File: config.mk
export PLATFORM = sky130hd
export DESIGN_NAME = script_source_tokenizer
export DESIGN_NICKNAME = d
export VERILOG_FILES = /design/src/hdl/sst_pkg.sv /design/src/hdl/script_source_tokenizer.sv /design/src/hdl/sst_scan.sv /design/src/hdl/sst_fifo.sv
export SDC_FILE = /design/constraint.sdc
export NUM_CORES = 2
export LEC_CHECK = 0
export BUFFER_PORTS_ARGS = -buffer_cell sky130_fd_sc_hd__buf_4
export CORE_ASPECT_RATIO = 1.5
export CORE_MARGIN = 2
export CORE_UTILIZATION = 60
export DETAILED_ROUTE_END_ITERATION = 10
export HOLD_SLACK_MARGIN = 0.02
export PLACE_DENSITY = 0.77
export SETUP_SLACK_MARGIN = 0.2
export SLEW_MARGIN = 10
export SYNTH_ARGS = -nofsm -noshare
export SYNTH_HDL_FRONTEND = slang
export SYNTH_SLANG_ARGS = --single-unit
export TNS_END_PERCENT = 5
File: constraint.sdc
create_clock -name clk -period 12.95 [get_ports clk]
set_input_delay 2.59 -clock clk [delete_from_list [all_inputs] [get_ports clk]]
set_output_delay 2.59 -clock clk [all_outputs]
set_load 0.01 [all_outputs]
File: src/hdl/sst_pkg.sv
// shared types, token kinds and character tables for the source tokenizer
package sst_pkg;

  localparam int START_W = 24;
  localparam int LINE_W = 20;
  localparam logic [START_W-1:0] START_MAX = {START_W{1'b1}};
  localparam logic [LINE_W-1:0] LINE_OUT_MAX = {LINE_W{1'b1}};

  localparam int FIFO_DEPTH = 8;
  localparam int PTR_W = 3;
  localparam int CNT_W = 4;

  localparam logic [5:0] K_DOT = 6'd7;
  localparam logic [5:0] K_SLASH = 6'd12;
  localparam logic [5:0] K_BANG = 6'd15;
  localparam logic [5:0] K_EQ = 6'd17;
  localparam logic [5:0] K_LESS = 6'd19;
  localparam logic [5:0] K_GREATER = 6'd21;
  localparam logic [5:0] K_STRING = 6'd23;
  localparam logic [5:0] K_NUMBER = 6'd24;
  localparam logic [5:0] K_IDENT = 6'd25;
  localparam logic [5:0] K_KW0 = 6'd26;
  localparam logic [5:0] K_EOF = 6'd45;
  localparam logic [5:0] K_ERROR = 6'd46;

  localparam logic [1:0] E_NONE = 2'd0;
  localparam logic [1:0] E_UNEXPECTED = 2'd1;
  localparam logic [1:0] E_UNTERMINATED = 2'd2;

  localparam logic [7:0] CH_NL = 8'h0A;
  localparam logic [7:0] CH_QUOTE = 8'h22;
  localparam logic [7:0] CH_UNDER = 8'h5F;
  localparam logic [7:0] CH_DOT = 8'h2E;
  localparam logic [7:0] CH_SLASH = 8'h2F;
  localparam logic [7:0] CH_EQ = 8'h3D;

  localparam int KW_COUNT = 19;
  // first character in the highest used byte, right justified
  localparam logic [55:0] KW_TEXT [KW_COUNT] = '{
    "and", "begin", "end", "meta", "self", "global", "else", "false", "for",
    "fn", "if", "nil", "or", "return", "true", "while", "from", "load", "as"
  };

  typedef enum logic [2:0] {
    ST_IDLE,
    ST_OP,
    ST_STR,
    ST_NUM,
    ST_NUMDOT,
    ST_FRAC,
    ST_IDENT
  } mode_t;

  typedef struct packed {
    logic              last;
    logic [1:0]        err;
    logic [LINE_W-1:0] line;
    logic [START_W-1:0] len;
    logic [START_W-1:0] start;
    logic [5:0]        kind;
  } result_t;

  typedef struct packed {
    logic [1:0]        count;
    result_t [2:0]     item;
  } push_t;

  function automatic logic [5:0] word_kind(input logic [55:0] w);
    logic [5:0] k;
    k = K_IDENT;
    for (int i = 0; i < KW_COUNT; i++) begin
      if (w == KW_TEXT[i]) k = 6'(K_KW0 + 6'(i));
    end
    return k;
  endfunction

  // valid bit on top, kind below
  function automatic logic [6:0] single_kind(input logic [7:0] c);
    logic [6:0] r;
    case (c)
      "(": r = {1'b1, 6'd0};
      ")": r = {1'b1, 6'd1};
      "[": r = {1'b1, 6'd2};
      "]": r = {1'b1, 6'd3};
      "{": r = {1'b1, 6'd4};
      "}": r = {1'b1, 6'd5};
      ",": r = {1'b1, 6'd6};
      ".": r = {1'b1, K_DOT};
      "-": r = {1'b1, 6'd8};
      "+": r = {1'b1, 6'd9};
      ";": r = {1'b1, 6'd10};
      "*": r = {1'b1, 6'd11};
      "%": r = {1'b1, 6'd14};
      default: r = 7'd0;
    endcase
    return r;
  endfunction

  function automatic logic [6:0] op_kind(input logic [7:0] c);
    logic [6:0] r;
    case (c)
      "/": r = {1'b1, K_SLASH};
      "!": r = {1'b1, K_BANG};
      "=": r = {1'b1, K_EQ};
      "<": r = {1'b1, K_LESS};
      ">": r = {1'b1, K_GREATER};
      default: r = 7'd0;
    endcase
    return r;
  endfunction

endpackage

File: src/hdl/script_source_tokenizer.sv
// top level of the source tokenizer: input register, scanner and result queue
// path: a byte goes from the input register through the scanner into the result queue
// throughput: one byte per cycle while results average at most one per byte; up to three
// results of one byte are absorbed by the eight-entry result queue, which stalls input when
// fewer than three entries are free
// reset: rst clears the scanner to idle at offset 0, line 1, and empties the queue
module script_source_tokenizer #(
  parameter int OFFSET_BITS = 24,
  parameter int LINE_BITS = 20
) (
  input  logic        clk,
  input  logic        rst,
  input  logic        s_tvalid,
  output logic        s_tready,
  input  logic [7:0]  s_tdata,   // char_byte
  input  logic        s_tuser,   // is_end
  output logic        m_tvalid,
  input  logic        m_tready,
  output logic [71:0] m_tdata,   // token_start, token_length, line_number, zero pad
  output logic [7:0]  m_tuser,   // token_kind, error_code
  output logic        m_tlast    // run_last
);

  logic in_valid;
  logic [7:0] in_byte;
  logic in_end;
  logic room;
  logic fire;
  sst_pkg::push_t push;
  sst_pkg::result_t out;

  assign fire = in_valid && room;
  assign s_tready = !in_valid || room;

  always_ff @(posedge clk) begin
    if (rst) begin
      in_valid <= 1'b0;
    end else if (s_tvalid && s_tready) begin
      in_valid <= 1'b1;
    end else if (fire) begin
      in_valid <= 1'b0;
    end
  end

  always_ff @(posedge clk) begin
    if (s_tvalid && s_tready) begin
      in_byte <= s_tdata;
      in_end <= s_tuser;
    end
  end

  sst_scan #(
    .OFFSET_BITS(OFFSET_BITS),
    .LINE_BITS(LINE_BITS)
  ) u_scan (
    .clk(clk),
    .rst(rst),
    .fire(fire),
    .in_byte(in_byte),
    .in_end(in_end),
    .push(push)
  );

  sst_fifo u_fifo (
    .clk(clk),
    .rst(rst),
    .push(push),
    .room(room),
    .out(out),
    .out_valid(m_tvalid),
    .out_ready(m_tready)
  );

  assign m_tdata = {4'b0, out.line, out.len, out.start};
  assign m_tuser = {out.err, out.kind};
  assign m_tlast = out.last;

endmodule

File: src/hdl/sst_scan.sv
// scanner state machine and token result generation for one source byte
module sst_scan #(
  parameter int OFFSET_BITS = 24,
  parameter int LINE_BITS = 20
) (
  input  logic               clk,
  input  logic               rst,
  input  logic               fire,
  input  logic [7:0]         in_byte,
  input  logic               in_end,
  output sst_pkg::push_t     push
);

  localparam int EXT_W = OFFSET_BITS + sst_pkg::START_W;
  localparam int LEXT_W = LINE_BITS + sst_pkg::LINE_W;
  localparam logic [OFFSET_BITS-1:0] POS_MAX = {OFFSET_BITS{1'b1}};
  localparam logic [LINE_BITS-1:0] LINE_MAX = {LINE_BITS{1'b1}};

  sst_pkg::mode_t mode, mode_next;
  logic [5:0] pend, pend_next;
  logic [OFFSET_BITS-1:0] tbeg, tbeg_next;
  logic [OFFSET_BITS-1:0] pos, pos_next;
  logic [LINE_BITS-1:0] line, line_next;
  logic [55:0] word, word_next;
  logic [2:0] wlen, wlen_next;
  logic halted, halted_next;

  sst_pkg::result_t [2:0] res;
  sst_pkg::result_t [1:0] fl;
  logic [1:0] fl_n;
  logic [1:0] n;
  logic again;
  logic [OFFSET_BITS-1:0] dot;
  logic [OFFSET_BITS-1:0] tb_str;
  logic [LINE_BITS-1:0] line_inc;
  logic [sst_pkg::LINE_W-1:0] line_o;
  logic [LEXT_W-1:0] line_ext;
  logic [6:0] sk;
  logic [6:0] ok;
  logic is_digit, is_alpha;

  function automatic logic [OFFSET_BITS-1:0] span(input logic [OFFSET_BITS-1:0] a,
                                                  input logic [OFFSET_BITS-1:0] b);
    return (b >= a) ? b - a : '0;
  endfunction

  function automatic sst_pkg::result_t mk(input logic [5:0] kind,
                                          input logic [OFFSET_BITS-1:0] start,
                                          input logic [OFFSET_BITS-1:0] len,
                                          input logic [1:0] err);
    sst_pkg::result_t r;
    logic [EXT_W-1:0] s_ext;
    logic [EXT_W-1:0] l_ext;
    s_ext = EXT_W'(start);
    l_ext = EXT_W'(len);
    r = '0;
    r.kind = kind;
    r.start = s_ext[sst_pkg::START_W-1:0];
    r.len = (l_ext > EXT_W'(sst_pkg::START_MAX)) ? sst_pkg::START_MAX
                                                 : l_ext[sst_pkg::START_W-1:0];
    r.err = err;
    return r;
  endfunction

  always_ff @(posedge clk) begin
    if (rst) begin
      mode <= sst_pkg::ST_IDLE;
      pend <= '0;
      tbeg <= '0;
      pos <= '0;
      line <= LINE_BITS'(1);
      word <= '0;
      wlen <= '0;
      halted <= 1'b0;
    end else if (fire) begin
      mode <= mode_next;
      pend <= pend_next;
      tbeg <= tbeg_next;
      pos <= pos_next;
      line <= line_next;
      word <= word_next;
      wlen <= wlen_next;
      halted <= halted_next;
    end
  end

  always_comb begin
    dot = (pos != '0) ? pos - OFFSET_BITS'(1) : '0;
    tb_str = (pos == POS_MAX) ? pos : pos + OFFSET_BITS'(1);
    line_inc = (line == LINE_MAX) ? line : line + LINE_BITS'(1);
    line_ext = LEXT_W'(line);
    line_o = (line_ext > LEXT_W'(sst_pkg::LINE_OUT_MAX)) ? sst_pkg::LINE_OUT_MAX
                                                        : line_ext[sst_pkg::LINE_W-1:0];
    sk = sst_pkg::single_kind(in_byte);
    ok = sst_pkg::op_kind(in_byte);
    is_digit = in_byte inside {["0":"9"]};
    is_alpha = in_byte inside {["a":"z"], ["A":"Z"]};

    // token held open by the current mode
    fl = '0;
    fl_n = 2'd0;
    case (mode)
      sst_pkg::ST_OP: begin
        fl[0] = mk(pend, tbeg, OFFSET_BITS'(1), sst_pkg::E_NONE);
        fl_n = 2'd1;
      end
      sst_pkg::ST_NUM, sst_pkg::ST_FRAC: begin
        fl[0] = mk(sst_pkg::K_NUMBER, tbeg, span(tbeg, pos), sst_pkg::E_NONE);
        fl_n = 2'd1;
      end
      sst_pkg::ST_NUMDOT: begin
        fl[0] = mk(sst_pkg::K_NUMBER, tbeg, span(tbeg, dot), sst_pkg::E_NONE);
        fl[1] = mk(sst_pkg::K_DOT, dot, OFFSET_BITS'(1), sst_pkg::E_NONE);
        fl_n = 2'd2;
      end
      sst_pkg::ST_IDENT: begin
        fl[0] = mk(sst_pkg::word_kind(word), tbeg, span(tbeg, pos), sst_pkg::E_NONE);
        fl_n = 2'd1;
      end
      default: begin
        fl_n = 2'd0;
      end
    endcase

    mode_next = mode;
    pend_next = pend;
    tbeg_next = tbeg;
    pos_next = pos;
    line_next = line;
    word_next = word;
    wlen_next = wlen;
    halted_next = halted;
    res = '0;
    n = 2'd0;
    again = 1'b0;

    if (in_end) begin
      if (!halted) begin
        if (mode == sst_pkg::ST_STR) begin
          res[n] = mk(sst_pkg::K_ERROR, tbeg, span(tbeg, pos), sst_pkg::E_UNTERMINATED);
          n = n + 2'd1;
        end else begin
          for (int j = 0; j < 2; j++) begin
            if (2'(j) < fl_n) begin
              res[n] = fl[j];
              n = n + 2'd1;
            end
          end
        end
      end
      res[n] = mk(sst_pkg::K_EOF, pos, '0, sst_pkg::E_NONE);
      n = n + 2'd1;
      mode_next = sst_pkg::ST_IDLE;
      pend_next = '0;
      tbeg_next = '0;
      pos_next = '0;
      line_next = LINE_BITS'(1);
      word_next = '0;
      wlen_next = '0;
      halted_next = 1'b0;
    end else if (!halted) begin
      case (mode)
        sst_pkg::ST_OP: begin
          if ((pend == sst_pkg::K_SLASH && in_byte == sst_pkg::CH_SLASH) ||
              (pend != sst_pkg::K_SLASH && in_byte == sst_pkg::CH_EQ)) begin
            res[n] = mk(pend + 6'd1, tbeg, OFFSET_BITS'(2), sst_pkg::E_NONE);
            n = n + 2'd1;
            mode_next = sst_pkg::ST_IDLE;
            pend_next = '0;
          end else begin
            again = 1'b1;
          end
        end
        sst_pkg::ST_STR: begin
          if (in_byte == sst_pkg::CH_QUOTE) begin
            res[n] = mk(sst_pkg::K_STRING, tbeg, span(tbeg, pos), sst_pkg::E_NONE);
            n = n + 2'd1;
            mode_next = sst_pkg::ST_IDLE;
          end else if (in_byte == sst_pkg::CH_NL) begin
            line_next = line_inc;
          end
        end
        sst_pkg::ST_NUM: begin
          if (in_byte == sst_pkg::CH_DOT) mode_next = sst_pkg::ST_NUMDOT;
          else if (!is_digit && !is_alpha) again = 1'b1;
        end
        sst_pkg::ST_NUMDOT: begin
          if (is_digit) mode_next = sst_pkg::ST_FRAC;
          else again = 1'b1;
        end
        sst_pkg::ST_FRAC: begin
          if (!is_digit) again = 1'b1;
        end
        sst_pkg::ST_IDENT: begin
          if (is_digit || is_alpha || in_byte == sst_pkg::CH_UNDER) begin
            if (wlen != 3'd7) begin
              word_next = {word[47:0], in_byte};
              wlen_next = wlen + 3'd1;
            end
          end else begin
            again = 1'b1;
          end
        end
        default: begin
          again = 1'b1;
        end
      endcase

      if (again) begin
        for (int j = 0; j < 2; j++) begin
          if (2'(j) < fl_n) begin
            res[n] = fl[j];
            n = n + 2'd1;
          end
        end
        mode_next = sst_pkg::ST_IDLE;
        pend_next = '0;
        if (sk[6]) begin
          res[n] = mk(sk[5:0], pos, OFFSET_BITS'(1), sst_pkg::E_NONE);
          n = n + 2'd1;
        end else if (ok[6]) begin
          mode_next = sst_pkg::ST_OP;
          pend_next = ok[5:0];
          tbeg_next = pos;
        end else if (in_byte inside {" ", 8'h0D, 8'h09}) begin
          mode_next = sst_pkg::ST_IDLE;
        end else if (in_byte == sst_pkg::CH_NL) begin
          line_next = line_inc;
        end else if (in_byte == sst_pkg::CH_QUOTE) begin
          mode_next = sst_pkg::ST_STR;
          tbeg_next = tb_str;
        end else if (is_digit) begin
          mode_next = sst_pkg::ST_NUM;
          tbeg_next = pos;
        end else if (is_alpha || in_byte == sst_pkg::CH_UNDER) begin
          mode_next = sst_pkg::ST_IDENT;
          tbeg_next = pos;
          word_next = 56'(in_byte);
          wlen_next = 3'd1;
        end else begin
          res[n] = mk(sst_pkg::K_ERROR, pos, OFFSET_BITS'(1), sst_pkg::E_UNEXPECTED);
          n = n + 2'd1;
          halted_next = 1'b1;
        end
      end

      pos_next = (pos == POS_MAX) ? pos : pos + OFFSET_BITS'(1);
    end

    for (int i = 0; i < 3; i++) begin
      res[i].line = line_o;
      res[i].last = (2'(i) == n - 2'd1);
    end
    push.count = fire ? n : 2'd0;
    push.item = res;
  end

  a_end_emits: assert property (@(posedge clk) disable iff (rst)
    fire && in_end |-> push.count != 2'd0)
    else $error("end of source produced no result");

  a_halt_silent: assert property (@(posedge clk) disable iff (rst)
    fire && halted && !in_end |-> push.count == 2'd0)
    else $error("result produced after an error");

  a_end_rearms: assert property (@(posedge clk) disable iff (rst)
    fire && in_end |=> mode == sst_pkg::ST_IDLE && !halted && pos == '0)
    else $error("scanner not re-armed after end of source");

endmodule

File: src/hdl/sst_fifo.sv
// result queue taking up to three results a cycle and giving one word a cycle while out_ready is high
module sst_fifo (
  input  logic              clk,
  input  logic              rst,
  input  sst_pkg::push_t    push,
  output logic              room,
  output sst_pkg::result_t  out,
  output logic              out_valid,
  input  logic              out_ready
);

  sst_pkg::result_t q [sst_pkg::FIFO_DEPTH];
  logic [sst_pkg::PTR_W-1:0] wr, rd;
  logic [sst_pkg::CNT_W-1:0] count, count_next;
  logic pop;

  assign out_valid = count != '0;
  assign pop = out_valid && out_ready;
  assign out = q[rd];
  assign room = count <= sst_pkg::CNT_W'(sst_pkg::FIFO_DEPTH - 3);
  assign count_next = count + sst_pkg::CNT_W'(push.count) - sst_pkg::CNT_W'(pop);

  always_ff @(posedge clk) begin
    if (rst) begin
      wr <= '0;
      rd <= '0;
      count <= '0;
    end else begin
      wr <= wr + sst_pkg::PTR_W'(push.count);
      if (pop) rd <= rd + sst_pkg::PTR_W'(1);
      count <= count_next;
    end
  end

  always_ff @(posedge clk) begin
    for (int i = 0; i < 3; i++) begin
      if (2'(i) < push.count) q[wr + sst_pkg::PTR_W'(i)] <= push.item[i];
    end
  end

  a_count_bound: assert property (@(posedge clk) disable iff (rst)
    count <= sst_pkg::CNT_W'(sst_pkg::FIFO_DEPTH))
    else $error("result queue overflow");

  a_count_step: assert property (@(posedge clk) disable iff (rst)
    !$past(rst) |-> count == sst_pkg::CNT_W'($past(count) +
      sst_pkg::CNT_W'($past(push.count)) - sst_pkg::CNT_W'($past(pop))))
    else $error("result queue count out of step");

  a_push_room: assert property (@(posedge clk) disable iff (rst)
    push.count != 2'd0 |-> room)
    else $error("push without room");

endmodule
==> impl_results.md <==
- Status: complete, no violations
- Pwr/cell area: 146 mW/mm2
- Wire per inst: 32.0 um
- TNS Setup: 0 ns
- Vias: 36509
- Dpl ws: 5.45 ns
- Sequential share of the synthesized area: 50.2%
- Crit Path Category: flip-flop to flip-flop
- Share of layout cells above drive strength 1: 16.6%
- Die H: 333 um
- Worst path cell trace: nor3b_1 -> nand2_1 -> a21oi_2 -> buf_4 -> nor2_1 -> fa_1 -> o21ai_1 -> nand3_1 -> a21oi_1 -> o21ai_0 -> o21ai_4 -> buf_4 -> buf_4
- Slowest-stage cell, CP: nor3b_1
- First-pass GRT wire length: 228000 um
- Ys flop type: edfxtp_1
- FFs w/ async S/R, synth: 0%
- Post-route minimum period: 7.77 ns
- 1st-iter DRT viols: 5958
- Final setup vio count: 0
- Leakage Power: 16.3 nW
- RSZ-0062 raised after global routing: no
- Clock Tree Buf Depth: 3
- Hpwl dp: 102000 um
- Worst hold path type: flip-flop to flip-flop
- Clk slew on worst S/H paths: 0.07 ns
- CP startpoint kind: flip-flop
- CP arrival: 8.04 ns
- Worst Max-Slew Pin Slew: 1.43 ns
- Vias in the first global route: 35673
- Die width: 223 um
- GRT Util Overall: 41.5%
- Core Region: 0.0715 mm2
- Final Cycle Share: 60.0%
- Via density per instance: 7.49
- Nets: 3994
- Worst path required time: 13.23 ns
- Final hold violation count: 0
- Relative slew slack: 4.13%
- Number of core rows: 120
- Postcts setup bufs: 0
- Unique cell type count in the Yosys netlist: 101
- Routed WL: 156000 um
- Worst Clk Skew: 0.0300 ns
- EDFF count, synth: 625
- Final ANT Viol Nets: 0
- Gate Count Post-Synth: 3900
- Num ports: 96
- CP max stage delay: 0.97 ns
- CP startpoint: u_scan.mode[0]
- WHS: 0.481 ns
- GRT overflow: 0
- VDD IR max: 118 uV
- Crit-path leading delay family: compound AO/OA/AOI/OAI gates
- Post-CTS sizing: 0
- Max_cap viols: 0
- Starting Density: 60.6%
- Cell count of the worst hold path: 1
- Reg-to-reg startpoint: u_scan.mode[0]
- H-tree depth: 3
- Worst path buffer plus inverter count: 3
- Max Freq: 129 MHz
- Crit Path Max Fanout: 47
- Flop2flop setup slack: 5.18 ns
- Critical path endpoint category: flip-flop
- Post-Synthesis Cell Area: 0.0433 mm2
- Die ar.: 0.0744 mm2
- Clk Latency, worst-skew pair: 0.67 ns
- Port Buf Inserts: 91
- Antenna violations before repair: 5
- Setup ws final: 5.18 ns
- Hold path start: u_scan.word[54]
- CTS Buf Count: 72
- RePlAce Congestion: 1.05
- Worst reg2reg path depth: 13
- Layout area overhead: 9.88%
- Final Max Slew Viols: 0
- Post-route cell area: 0.0476 mm2
- CTS tree: done
- Largest net degree at the start of global routing: 69
- Stages on worst setup path: 13
- CTS Sinks: 775
- #FFs+latches synth: 775
- Initial DRT Pass Iterations: 11
- # DRC: 0
- Root buffer cell: clkbuf_16
- Most used cell, CP: buf_4
- Hold Buf Count CTS: 0
- YS warnings: 0
- Placed cell area: 0.0452 mm2
- Post-Syn Area per Cell: 11.1 um2
[worst paths after layout]
check | end
worst min register to register | u_scan.word[54]
worst min-delay path | u_scan.word[54]
worst max-delay path | u_fifo.q[2][8]
worst max register to register | u_fifo.q[2][8]
[power breakdown]
group          switching [mW]  internal (mW)  leakage, nW
sequential             0.0766           2.79         7.12
combinational            1.12          0.785         8.05
clock                    1.01           1.16         1.14
[synthesized netlist by cell type (all sizes together) (90+ instances only)]
cell,n,area share (%)
buf,97,1.1
nor3,93,1.2
nand2,331,2.9
a22oi,141,2.4
nor2,477,4.1
mux4,154,8.0
o221ai,115,2.3
o21ai,162,1.9
dfxtp,150,6.9
inv,91,0.79
edfxtp,625,43
nand3,90,1.0
a21oi,160,1.9
clkbuf,198,1.7
[sequential cells by signal (all words and copies together), names as in the netlist, named ones only]
signal         count
u_scan.pend        5
in_end             1
u_scan.wlen        3
in_byte            8
in_valid           1
u_fifo.wr          3
u_scan.word       56
u_fifo.q         616
u_scan.line       20
u_scan.halted      1
u_scan.pos        24
u_fifo.rd          3
u_fifo.count       4
u_scan.tbeg       24
u_scan.mode        3
[metal layers]
metal	track usage (%)	vias to the layer above	wire [um]
met2	65.7	2933	71100
li1	-	15309	-
met5	0	-	27
met1	48.4	17425	51000
met3	11.6	838	19400
met4	30.7	4	14300
[area by class of cell]
class	instances	area [um2]
clock inverter	46	499
antenna	2	5.00
clock buffer	86	1860
sequential	775	21800
timing repair buffer	219	1650
multi-input combinational	2739	20300
inverter	94	353
tap	915	1140
fill	5323	23800
[kinds of logic after synthesis]
family	synth area share, %
xor gates and xnor gates	1.74
muxes	10.1
other	0.00865
and+or+nand+nor	14.0
DFF	50.2
buffers and inverters	3.67
adders and majority gates	2.40
AOI/OAI and AO/OA	17.9
[placed cells by master (no fill, tap or decap), drive strengths merged, types with 12 or more instances in the layout]
master / count
clkbuf: 90
nand3: 90
a211oi: 25
a221oi: 79
nand4: 46
a222oi: 24
o22ai: 29
buf: 215
xnor2: 47
nor4: 42
and3: 32
a21o: 30
nand2: 331
o21ai: 162
ha: 75
a22oi: 141
inv: 102
nor2b: 24
xor2: 39
nand2b: 18
or3: 25
mux2: 78
o2111ai: 15
a21oi: 160
o221ai: 115
a2111oi: 12
a22o: 79
and2: 30
nor2: 477
clkinv: 27
nor3: 93
o31ai: 23
dfxtp: 150
a31oi: 25
edfxtp: 625
a221o: 13
o22a: 14
mux4: 154
[per-stage QoR]
| stage | power [mW] | util, % | std cells |
|---|---|---|---|
| after global routing | 7.12 | 66.6 | 4874 |
| after CTS | 6.88 | 66.6 | 4869 |
| after detailed placement | 4.75 | 63.2 | 4737 |
| final | 6.94 | 66.6 | 4876 |
| after floorplan | 4.10 | - | 3903 |
| after global placement | 4.73 | 63.2 | 4734 |
(Power assumes the default switching activity.)
